<file path="src/rtl/cnrf_pkg.sv">
// Shared types, codes and saturation helpers for the cubic Newton root finder.
// No dependencies; imported by cnrf_div, the top level and the testbench.
`default_nettype none

package cnrf_pkg;

	localparam int DefMaxIterations = 64;
	localparam int DefFracBits      = 20;

	// Result status codes.
	localparam logic [1:0] ST_CONVERGED = 2'd0;
	localparam logic [1:0] ST_DERIV     = 2'd1;
	localparam logic [1:0] ST_LIMIT     = 2'd2;

	// Register indexes on the configuration port.
	localparam logic [2:0] REG_CUBIC    = 3'd0;
	localparam logic [2:0] REG_SQUARE   = 3'd1;
	localparam logic [2:0] REG_LINEAR   = 3'd2;
	localparam logic [2:0] REG_CONSTANT = 3'd3;
	localparam logic [2:0] REG_TOL      = 3'd4;

	// Sequencer states; each product state issues one multiplication.
	typedef enum logic [3:0] {
		S_IDLE,
		S_X2,
		S_X3,
		S_AX3,
		S_BX2,
		S_CX,
		S_DA,
		S_DB,
		S_DC,
		S_CHK,
		S_DIV,
		S_UPD,
		S_OUT
	} seq_state_t;

	// Status of the divider as seen by the sequencer.
	typedef struct packed {
		logic busy;
		logic done;
	} div_stat_t;

	// Saturate a 64-bit signed value to 32 bits.
	function automatic logic signed [31:0] sat32(input logic signed [63:0] v);
		logic signed [31:0] r;
		if (v > 64'sd2147483647) begin
			r = 32'sh7fffffff;
		end else if (v < -64'sd2147483648) begin
			r = 32'sh80000000;
		end else begin
			r = v[31:0];
		end
		return r;
	endfunction

endpackage

`default_nettype wire

</file>
<file path="src/rtl/cnrf_mul.sv">
// Shared signed 32 by 32 multiplier with a registered product.
// Depends on nothing but the clock.
`default_nettype none

module cnrf_mul (
	input  wire logic               clk,
	input  wire logic signed [31:0] op_a,
	input  wire logic signed [31:0] op_b,
	output logic signed [63:0]      product
);

	logic signed [63:0] product_q;

	// One product per cycle, available in the next cycle.
	always_ff @(posedge clk) begin
		product_q <= op_a * op_b;
	end

	assign product = product_q;

endmodule

`default_nettype wire

</file>
<file path="src/rtl/cnrf_div.sv">
// Bit-serial restoring divider for unsigned magnitudes, one quotient bit a cycle.
// Depends on cnrf_pkg for the status struct.
`default_nettype none

module cnrf_div #(
	parameter int FRAC_BITS = cnrf_pkg::DefFracBits
) (
	input  wire logic                  clk,
	input  wire logic                  arst_n,
	input  wire logic                  start,
	input  wire logic [31+FRAC_BITS:0] num_mag,
	input  wire logic [31:0]           den_mag,
	output logic [31+FRAC_BITS:0]      quo_mag,
	output cnrf_pkg::div_stat_t        stat
);
	import cnrf_pkg::*;

	localparam int NW = 32 + FRAC_BITS;
	localparam int CW = $clog2(NW + 1);

	logic [32:0]   rem_q;
	logic [NW-1:0] quo_q;
	logic [31:0]   den_q;
	logic [CW-1:0] cnt_q;
	logic          busy_q;
	logic          done_q;
	logic [32:0]   rem_sh;
	logic          take;

	// Shift in the next numerator bit and try to subtract the divisor.
	assign rem_sh = {rem_q[31:0], quo_q[NW-1]};
	assign take   = rem_sh >= {1'b0, den_q};

	always_ff @(posedge clk or negedge arst_n) begin
		if (!arst_n) begin
			busy_q <= 1'b0;
			done_q <= 1'b0;
			cnt_q  <= '0;
		end else begin
			done_q <= 1'b0;
			if (start) begin
				busy_q <= 1'b1;
				cnt_q  <= CW'(NW);
			end else if (busy_q) begin
				cnt_q <= cnt_q - 1'b1;
				if (cnt_q == CW'(1)) begin
					busy_q <= 1'b0;
					done_q <= 1'b1;
				end
			end
		end
	end

	// Datapath needs no reset.
	always_ff @(posedge clk) begin
		if (start) begin
			rem_q <= '0;
			quo_q <= num_mag;
			den_q <= den_mag;
		end else if (busy_q) begin
			rem_q <= take ? (rem_sh - {1'b0, den_q}) : rem_sh;
			quo_q <= {quo_q[NW-2:0], take};
		end
	end

	assign quo_mag   = quo_q;
	assign stat.busy = busy_q;
	assign stat.done = done_q;

endmodule

`default_nettype wire

</file>
<file path="src/rtl/cubic_newton_root_finder_unit.sv">
// Top level of the cubic Newton root finder: APB registers, sequencer and datapath.
// Depends on cnrf_pkg, cnrf_mul and cnrf_div.
//
// Channel  Direction  Handshake            Words
// in       input      in_valid/in_ready    start_point
// out      output     out_valid/out_ready  root, status, iterations_used
// cfg      input      APB psel/penable     coeff_*, tolerance at 4*index
//
// Each Newton step issues its products on the shared multiplier, checks the
// derivative and then runs the bit-serial divider; an item ends when the
// derivative is too small, on convergence or after MAX_ITERATIONS steps.
// in_ready is high only while the sequencer is idle. A result waits in the
// output register until taken, and a finished item holds until that register
// is free. Reset is asynchronous and loads the register defaults.
`default_nettype none

module cubic_newton_root_finder_unit #(
	parameter int MAX_ITERATIONS = cnrf_pkg::DefMaxIterations,
	parameter int FRAC_BITS      = cnrf_pkg::DefFracBits
) (
	input  wire logic               clk,
	input  wire logic               arst_n,
	input  wire logic               in_valid,
	output logic                    in_ready,
	input  wire logic signed [31:0] start_point,
	output logic                    out_valid,
	input  wire logic               out_ready,
	output logic signed [31:0]      root,
	output logic [1:0]              status,
	output logic [6:0]              iterations_used,
	input  wire logic               psel,
	input  wire logic               penable,
	input  wire logic               pwrite,
	input  wire logic [4:0]         paddr,
	input  wire logic [31:0]        pwdata,
	output logic [31:0]             prdata,
	output logic                    pready
);
	import cnrf_pkg::*;

	localparam int NW = 32 + FRAC_BITS;
	localparam int SW = $clog2(MAX_ITERATIONS + 1);
	localparam int EW = (SW > 7) ? SW : 7;

	// Configuration registers.
	logic signed [15:0] coeff_a_q, coeff_b_q, coeff_c_q, coeff_d_q;
	logic [20:0]        tol_q;
	logic [2:0]         reg_idx;

	assign pready  = 1'b1;
	assign reg_idx = paddr[4:2];

	always_ff @(posedge clk or negedge arst_n) begin
		if (!arst_n) begin
			coeff_a_q <= 16'sd0;
			coeff_b_q <= 16'sd0;
			coeff_c_q <= 16'sd1;
			coeff_d_q <= 16'sd0;
			tol_q     <= 21'd1;
		end else if (psel && penable && pwrite && pready) begin
			unique case (reg_idx)
				REG_CUBIC:    coeff_a_q <= pwdata[15:0];
				REG_SQUARE:   coeff_b_q <= pwdata[15:0];
				REG_LINEAR:   coeff_c_q <= pwdata[15:0];
				REG_CONSTANT: coeff_d_q <= pwdata[15:0];
				REG_TOL:      tol_q     <= pwdata[20:0];
				default: ;
			endcase
		end
	end

	// Register read-back.
	always_comb begin
		unique case (reg_idx)
			REG_CUBIC:    prdata = 32'(coeff_a_q);
			REG_SQUARE:   prdata = 32'(coeff_b_q);
			REG_LINEAR:   prdata = 32'(coeff_c_q);
			REG_CONSTANT: prdata = 32'(coeff_d_q);
			REG_TOL:      prdata = {11'd0, tol_q};
			default:      prdata = 32'd0;
		endcase
	end

	// Datapath state.
	seq_state_t         state_q, state_n;
	logic signed [31:0] x_q, x2_q, fv_q, dv_q;
	logic signed [31:0] res_root_q;
	logic [1:0]         res_status_q;
	logic [SW-1:0]      steps_q;
	logic               out_valid_q;
	logic signed [31:0] root_q;
	logic [1:0]         status_q;
	logic [6:0]         iters_q;

	// Shared multiplier.
	logic signed [31:0] mul_a, mul_b;
	logic signed [63:0] prod;
	logic signed [31:0] prod_fx, prod_int;

	cnrf_mul u_mul (
		.clk     (clk),
		.op_a    (mul_a),
		.op_b    (mul_b),
		.product (prod)
	);

	assign prod_fx  = sat32(prod >>> FRAC_BITS);
	assign prod_int = sat32(prod);

	// Integer coefficients widened for the multiplier, constants scaled.
	logic signed [31:0] a_ext, b_ext, c_ext, a3_ext, b2_ext, d_scaled, c_scaled;
	assign a_ext    = 32'(coeff_a_q);
	assign b_ext    = 32'(coeff_b_q);
	assign c_ext    = 32'(coeff_c_q);
	assign a3_ext   = (a_ext <<< 1) + a_ext;
	assign b2_ext   = b_ext <<< 1;
	assign d_scaled = sat32(64'(coeff_d_q) <<< FRAC_BITS);
	assign c_scaled = sat32(64'(coeff_c_q) <<< FRAC_BITS);

	// Saturating sums.
	logic signed [31:0] fv_add_prod, dv_add_prod, fv_add_d, dv_final;
	assign fv_add_prod = sat32(64'(fv_q) + 64'(prod_int));
	assign dv_add_prod = sat32(64'(dv_q) + 64'(prod_int));
	assign fv_add_d    = sat32(64'(fv_q) + 64'(d_scaled));
	assign dv_final    = sat32(64'(dv_add_prod) + 64'(c_scaled));

	// Derivative check.
	logic [32:0] dv_abs;
	logic        deriv_small;
	assign dv_abs      = dv_q[31] ? (33'd0 - 33'(dv_q)) : 33'(dv_q);
	assign deriv_small = (dv_q == 32'sd0) || (dv_abs < 33'(tol_q));

	// Divider on magnitudes.
	logic [NW-1:0] num_mag, quo_mag;
	logic [31:0]   den_mag;
	logic          div_start;
	logic          q_neg;
	div_stat_t     div_stat;
	logic [32:0]   fv_abs;

	assign fv_abs  = fv_q[31] ? (33'd0 - 33'(fv_q)) : 33'(fv_q);
	assign num_mag = NW'(fv_abs) << FRAC_BITS;
	assign den_mag = dv_abs[31:0];
	assign q_neg   = fv_q[31] ^ dv_q[31];

	cnrf_div #(.FRAC_BITS(FRAC_BITS)) u_div (
		.clk     (clk),
		.arst_n  (arst_n),
		.start   (div_start),
		.num_mag (num_mag),
		.den_mag (den_mag),
		.quo_mag (quo_mag),
		.stat    (div_stat)
	);

	// Signed, saturated quotient and the updated estimate.
	logic signed [31:0] q_sat, xn;
	logic [NW:0]        quo_ext;
	logic signed [33:0] step_raw;
	logic [33:0]        step_abs;
	logic               converged;
	logic [SW-1:0]      steps_inc;
	logic               at_limit;

	assign quo_ext = {1'b0, quo_mag};
	always_comb begin
		if (!q_neg) begin
			q_sat = (quo_ext > (NW+1)'(32'h7fffffff)) ? 32'sh7fffffff : quo_mag[31:0];
		end else begin
			q_sat = (quo_ext > (NW+1)'(33'h080000000)) ? 32'sh80000000
			                                             : (32'd0 - quo_mag[31:0]);
		end
	end

	assign xn        = sat32(64'(x_q) - 64'(q_sat));
	assign step_raw  = 34'(xn) - 34'(x_q);
	assign step_abs  = step_raw[33] ? (34'd0 - step_raw) : step_raw;
	assign converged = step_abs < 34'(tol_q);
	assign steps_inc = steps_q + 1'b1;
	assign at_limit  = steps_inc == SW'(MAX_ITERATIONS);

	// Next-state logic.
	always_comb begin
		state_n = state_q;
		unique case (state_q)
			S_IDLE:  if (in_valid) state_n = S_X2;
			S_X2:    state_n = S_X3;
			S_X3:    state_n = S_AX3;
			S_AX3:   state_n = S_BX2;
			S_BX2:   state_n = S_CX;
			S_CX:    state_n = S_DA;
			S_DA:    state_n = S_DB;
			S_DB:    state_n = S_DC;
			S_DC:    state_n = S_CHK;
			S_CHK:   state_n = deriv_small ? S_OUT : S_DIV;
			S_DIV:   if (div_stat.done) state_n = S_UPD;
			S_UPD:   state_n = (converged || at_limit) ? S_OUT : S_X2;
			S_OUT:   if (!out_valid_q || out_ready) state_n = S_IDLE;
			default: state_n = S_IDLE;
		endcase
	end

	// Control outputs: handshake, multiplier operands, divider start.
	always_comb begin
		in_ready  = 1'b0;
		div_start = 1'b0;
		mul_a     = x_q;
		mul_b     = x_q;
		unique case (state_q)
			S_IDLE: in_ready = 1'b1;
			S_X3: begin
				mul_a = prod_fx;
				mul_b = x_q;
			end
			S_AX3: begin
				mul_a = a_ext;
				mul_b = prod_fx;
			end
			S_BX2: begin
				mul_a = b_ext;
				mul_b = x2_q;
			end
			S_CX: begin
				mul_a = c_ext;
				mul_b = x_q;
			end
			S_DA: begin
				mul_a = a3_ext;
				mul_b = x2_q;
			end
			S_DB: begin
				mul_a = b2_ext;
				mul_b = x_q;
			end
			S_CHK: div_start = !deriv_small;
			default: ;
		endcase
	end

	// Sequencer and output register.
	always_ff @(posedge clk or negedge arst_n) begin
		if (!arst_n) begin
			state_q     <= S_IDLE;
			steps_q     <= '0;
			out_valid_q <= 1'b0;
		end else begin
			state_q <= state_n;
			if (state_q == S_OUT && (!out_valid_q || out_ready)) begin
				out_valid_q <= 1'b1;
			end else if (out_valid_q && out_ready) begin
				out_valid_q <= 1'b0;
			end
			if (state_q == S_IDLE && in_valid) begin
				steps_q <= '0;
			end
			if (state_q == S_UPD) begin
				steps_q <= steps_inc;
			end
		end
	end

	// Datapath registers.
	logic [EW-1:0] steps_ext;
	assign steps_ext = EW'(steps_q);

	always_ff @(posedge clk) begin
		unique case (state_q)
			S_IDLE: if (in_valid) x_q <= start_point;
			S_X3:   x2_q <= prod_fx;
			S_BX2:  fv_q <= prod_int;
			S_CX:   fv_q <= fv_add_prod;
			S_DA:   fv_q <= fv_add_prod;
			S_DB: begin
				fv_q <= fv_add_d;
				dv_q <= prod_int;
			end
			S_DC:   dv_q <= dv_final;
			S_CHK: begin
				res_status_q <= ST_DERIV;
				res_root_q   <= 32'sd0;
			end
			S_UPD: begin
				x_q <= xn;
				if (converged) begin
					res_status_q <= ST_CONVERGED;
					res_root_q   <= xn;
				end else begin
					res_status_q <= ST_LIMIT;
					res_root_q   <= 32'sd0;
				end
			end
			S_OUT: begin
				if (!out_valid_q || out_ready) begin
					root_q   <= res_root_q;
					status_q <= res_status_q;
					iters_q  <= (steps_ext > EW'(127)) ? 7'd127 : steps_ext[6:0];
				end
			end
			default: ;
		endcase
	end

	assign out_valid       = out_valid_q;
	assign root            = root_q;
	assign status          = status_q;
	assign iterations_used = iters_q;

`ifndef ASSERT_OFF
	// The divider finishes only while the sequencer waits for it.
	a_div_done_state: assert property (@(posedge clk) disable iff (!arst_n)
		div_stat.done |-> (state_q == S_DIV))
		else $error("divider done outside of divide state");

	// The step count never passes the iteration bound.
	a_steps_bound: assert property (@(posedge clk) disable iff (!arst_n)
		steps_q <= SW'(MAX_ITERATIONS))
		else $error("step count beyond the iteration bound");

	// Starting the divider moves the sequencer into the divide state.
	a_div_start: assert property (@(posedge clk) disable iff (!arst_n)
		div_start |=> (state_q == S_DIV) && div_stat.busy)
		else $error("divider start without divide state");
`endif

endmodule

`default_nettype wire

</file>
<file path="config.mk">
export PLATFORM = sky130hd
export DESIGN_NAME = cubic_newton_root_finder_unit
export DESIGN_NICKNAME = d
export VERILOG_FILES = /design/src/rtl/cnrf_pkg.sv /design/src/rtl/cnrf_mul.sv /design/src/rtl/cnrf_div.sv /design/src/rtl/cubic_newton_root_finder_unit.sv
export SDC_FILE = /design/constraint.sdc
export NUM_CORES = 2
export LEC_CHECK = 0
export ABC_CLOCK_PERIOD_IN_PS = 31500
export BUFFER_PORTS_ARGS = -buffer_cell sky130_fd_sc_hd__buf_4
export CAP_MARGIN = 20
export CORE_ASPECT_RATIO = 2
export CORE_MARGIN = 8
export CORE_UTILIZATION = 40
export CTS_CLUSTER_SIZE = 28
export DETAILED_ROUTE_END_ITERATION = 12
export HOLD_SLACK_MARGIN = 0.06
export PLACE_DENSITY = 0.61
export SLEW_MARGIN = 20
export SYNTH_ARGS = -nofsm -noshare
export SYNTH_HDL_FRONTEND = slang
export SYNTH_SLANG_ARGS = --single-unit
</file>
<file path="constraint.sdc">
create_clock -name clk -period 31.5 [get_ports clk]
set_input_delay 0 -clock clk [delete_from_list [all_inputs] [get_ports clk]]
set_output_delay 0 -clock clk [all_outputs]
set_load 0.05 [all_outputs]
</file>
==> impl_metrics.py <==
metrics = {
    "final_layout": {
        "final-seq-area_um2": 13000,
        "nNetsFinal": 9841,
        "drive_above_1_share": 0.0728,
        "fill_cells": 17800,
        "synthToLayoutAreaGrowth_pct": 8.95,
        "multiInputGateArea_um2": 53300,
    },
    "run": {
        "max-cap-violations": 0,
    },
    "sta": {
        "max_freq_ghz": 0.0637,
        "relSlewSlack": 0.206,
        "period_needed_ns": 15.69,
        "slew_viol_final": 0,
        "tightest_slew_ns": 1.19,
        "finalHoldViolCount": 0,
        "setup_viol": 0,
        "fin_crit_sh": 0.498,
        "setup_tns_ns": 0,
        "rsz0062_at_grt": "no",
        "fin_skew_ns": 0.0921,
    },
    "critical_path": {
        "worstPathArrival_ns": 16.15,
        "cp_data_required_time_ns": 31.96,
        "regToRegEndpoint": "res_root_q[15]$_SDFFCE_PP0P_",
        "critPathCaptureType": "register",
        "r2r_cells": 53,
        "cp_max_fo": 24,
        "r2r_slack_ns": 15.81,
        "cp_slowest_stage_delay_ns": 0.84,
        "path_class": "register to register",
        "crit_top_cell": "o21ai_0",
        "critPathSlowestCell": "nor2_1",
        "worstSetupStartpointType": "register",
        "r2r_start": "u_div.quo_mag[0]$_SDFFE_PP0P_",
    },
    "yosys": {
        "yosysMostFrequentCell": "inv_1",
        "synth_edf_count": 267,
        "syn-instance-count": 8190,
        "synthTopCellsByArea": "fa_1 30%, edfxtp_1 11%, ha_1 8.1%",
        "ys_warn_count": 0,
        "synth.avg_cell_area_um2": 8.84,
        "async_flop_share": 0.215,
        "ys_ff_latch": 488,
        "syn_area_um2": 72400,
        "ys_seq_area_frac": 0.179,
        "yosys.area.top_type": "fa_1",
        "synth_cell_types": 100,
        "ys.flop_type": "edfxtp_1",
        "synth_top_area_share": 0.302,
        "syn_nets": 9826,
        "netlist_top_cells_count": "1324 x inv_1, 1147 x nand2_1, 1091 x fa_1",
    },
    "clock_tree": {
        "h-tree-depth": 2,
        "clockBufferDepth": 3,
        "cts_resized": 0,
        "cts_buffers": 53,
        "cts_tree": "done",
        "root_buffer": "clkbuf_16",
        "clk_pin_slew_ns": 0.07,
        "clock_latency_ns": 0.72,
        "clkSinkCount": 488,
    },
    "floorplan": {
        "pin_count": 152,
        "rows": 221,
        "start_util": 0.401,
        "die_area_um2": 196000,
        "die_x_um": 317,
        "fp.dieH_um": 618,
        "coreArea_um2": 181000,
    },
    "grt": {
        "grt_overflow_total": 0,
        "grt_usage": 0.246,
        "grt_pass1_vias": 59900,
        "antenna_found_initial": 1,
        "grt_pass1_wl_um": 369000,
        "grt_max_degree": 96,
    },
    "run_status": {
        "outcome": "finished, final reports clean",
    },
    "hold_path": {
        "hold_start": "pwdata[5]",
        "min_to": "tol_q[5]$_DFFE_PN0P_",
        "min_path_cells": 4,
        "min_path_type": "input port to register",
    },
    "detailed_routing": {
        "drt_iter0_drc": 5152,
        "first_pass_iters": 6,
        "drtAntennaViolNets": 0,
        "wl_um": 240000,
        "vias": 59200,
        "wl_per_cell_um": 22.6,
        "drc_errors": 0,
        "vias_per_cell": 5.59,
    },
    "placed_design": {
        "numPortBuffers": 137,
        "place.gp.congestion": 0.954,
        "post-dp-hpwl_um": 185000,
    },
}
==> worst max-delay path, delay by kind of cell (launching register included) <==
| kind | cells | cell delay [ns] |
|---|---|---|
| AND/OR/NAND/NOR | 21 | 7.35 |
| AO/OA/AOI/OAI | 23 | 5.56 |
| adder cells (fa/ha/maj) | 4 | 1.18 |
| buffers and inverters | 4 | 0.86 |
| flip-flops | 1 | 0.32 |
| XOR/XNOR | 1 | 0.15 |
==> worst max path at each step <==
| stage | end | slack (ns) | from | cells past startpoint |
|---|---|---|---|---|
| 5_1_grt | res_root_q[19]$_SDFFCE_PP0P_ | 14.72 | u_div.quo_mag[0]$_SDFFE_PP0P_ | 53 |
| 3_5_place_dp | res_root_q[15]$_SDFFCE_PP0P_ | 16.11 | u_div.quo_mag[0]$_SDFFE_PP0P_ | 53 |
| 6_report | res_root_q[15]$_SDFFCE_PP0P_ | 15.81 | u_div.quo_mag[0]$_SDFFE_PP0P_ | 53 |
| 2_1_floorplan | res_root_q[23]$_SDFFCE_PP0P_ | 19.52 | u_div.quo_mag[0]$_SDFFE_PP0P_ | 49 |
| 4_1_cts | res_root_q[15]$_SDFFCE_PP0P_ | 15.99 | u_div.quo_mag[0]$_SDFFE_PP0P_ | 53 |
| 3_3_place_gp | res_root_q[4]$_SDFFCE_PP0P_ | 16.17 | u_div.quo_mag[0]$_SDFFE_PP0P_ | 53 |
==> flip-flops by register name, indices dropped and copies added (netlist names), 2 cells and up <==
signal           cells
x2_q                32
u_div.den_q         32
root                32
tol_q               21
u_div.cnt_q          6
state_q              4
res_root_q          32
dv_q                32
coeff_a_q           16
coeff_d_q           16
status               2
coeff_b_q           16
steps_ext            7
u_mul.product       64
x_q                 32
res_status_q         2
fv_q                32
iterations_used      7
u_div.rem_q         32
coeff_c_q           16
u_div.quo_mag       52
==> routing by layer <==
layer / vias to the layer above / global-route usage / share of wire
li1: 26800 / - / -
met1: 29600 / 0.332 / 0.42
met2: 2245 / 0.384 / 0.45
met3: 458 / 0.0450 / 0.081
met4: 0 / 0.106 / 0.052
met5: - / 0 / 0
==> cell families after synthesis <==
kind of cell | synth area share
adders and majority gates | 0.385
and+or+nand+nor | 0.143
DFF | 0.179
muxes | 0.0192
other | 0.0000518
buffers and inverters | 0.0899
AOI/OAI and AO/OA | 0.143
xor gates and xnor gates | 0.0410
==> timing repair <==
action / in CTS / in global routing
setup buffers: 0 / 0
hold buffers: 71 / 0
endpoints found under the hold margin: 229 / 0
==> cell usage in the layout, fill, tap and decap left out, types with 53 or more instances in the layout <==
cell | synthesis | routed
xor2_1 | 122 | 121
nand3_1 | 114 | 114
clkbuf_16 | 0 | 55
a22oi_1 | 101 | 96
a21oi_1 | 468 | 449
dfrtp_1 | 103 | 102
ha_1 | 469 | 469
nor3_1 | 71 | 69
mux2_2 | 85 | 85
inv_1 | 1324 | 1321
nand2_1 | 1147 | 1146
dfxtp_1 | 116 | 116
a21o_1 | 188 | 186
buf_4 | 11 | 276
o21ai_0 | 333 | 333
xnor2_1 | 217 | 217
o31ai_1 | 53 | 53
dlygate4sd3_1 | 0 | 70
nor2_1 | 503 | 493
nor2b_1 | 80 | 77
nand2b_1 | 61 | 60
o21a_1 | 73 | 73
and2_1 | 69 | 69
fa_1 | 1091 | 1090
edfxtp_1 | 267 | 267
==> final cells by class <==
class                   instances  share of cell area
multi-input cells            5987               0.676
flip-flops and latches        488               0.165
inverters                    1326              0.0631
well taps                    2341              0.0371
repair buffers                349              0.0358
clock buffers                  65              0.0184
clock inverters                35             0.00459
diodes                          3           0.0000952
==> per-stage QoR <==
step	cells	cell area [um^2]	hold slack [ns]	utilization	setup WS (ns)
after CTS	10600	78800	0.0620	0.437	15.99
final	10600	78900	0.109	0.437	15.81
after detailed placement	10400	76300	-0.0221	0.423	16.11
after global routing	10600	78900	0.106	0.437	14.72
after floorplan	8190	72400	-0.296	-	19.52
after global placement	10400	76300	-0.0179	0.423	16.17
Power is not shown: default switching activity piles up to over one toggle a cycle in this logic, so the estimate is an artifact.
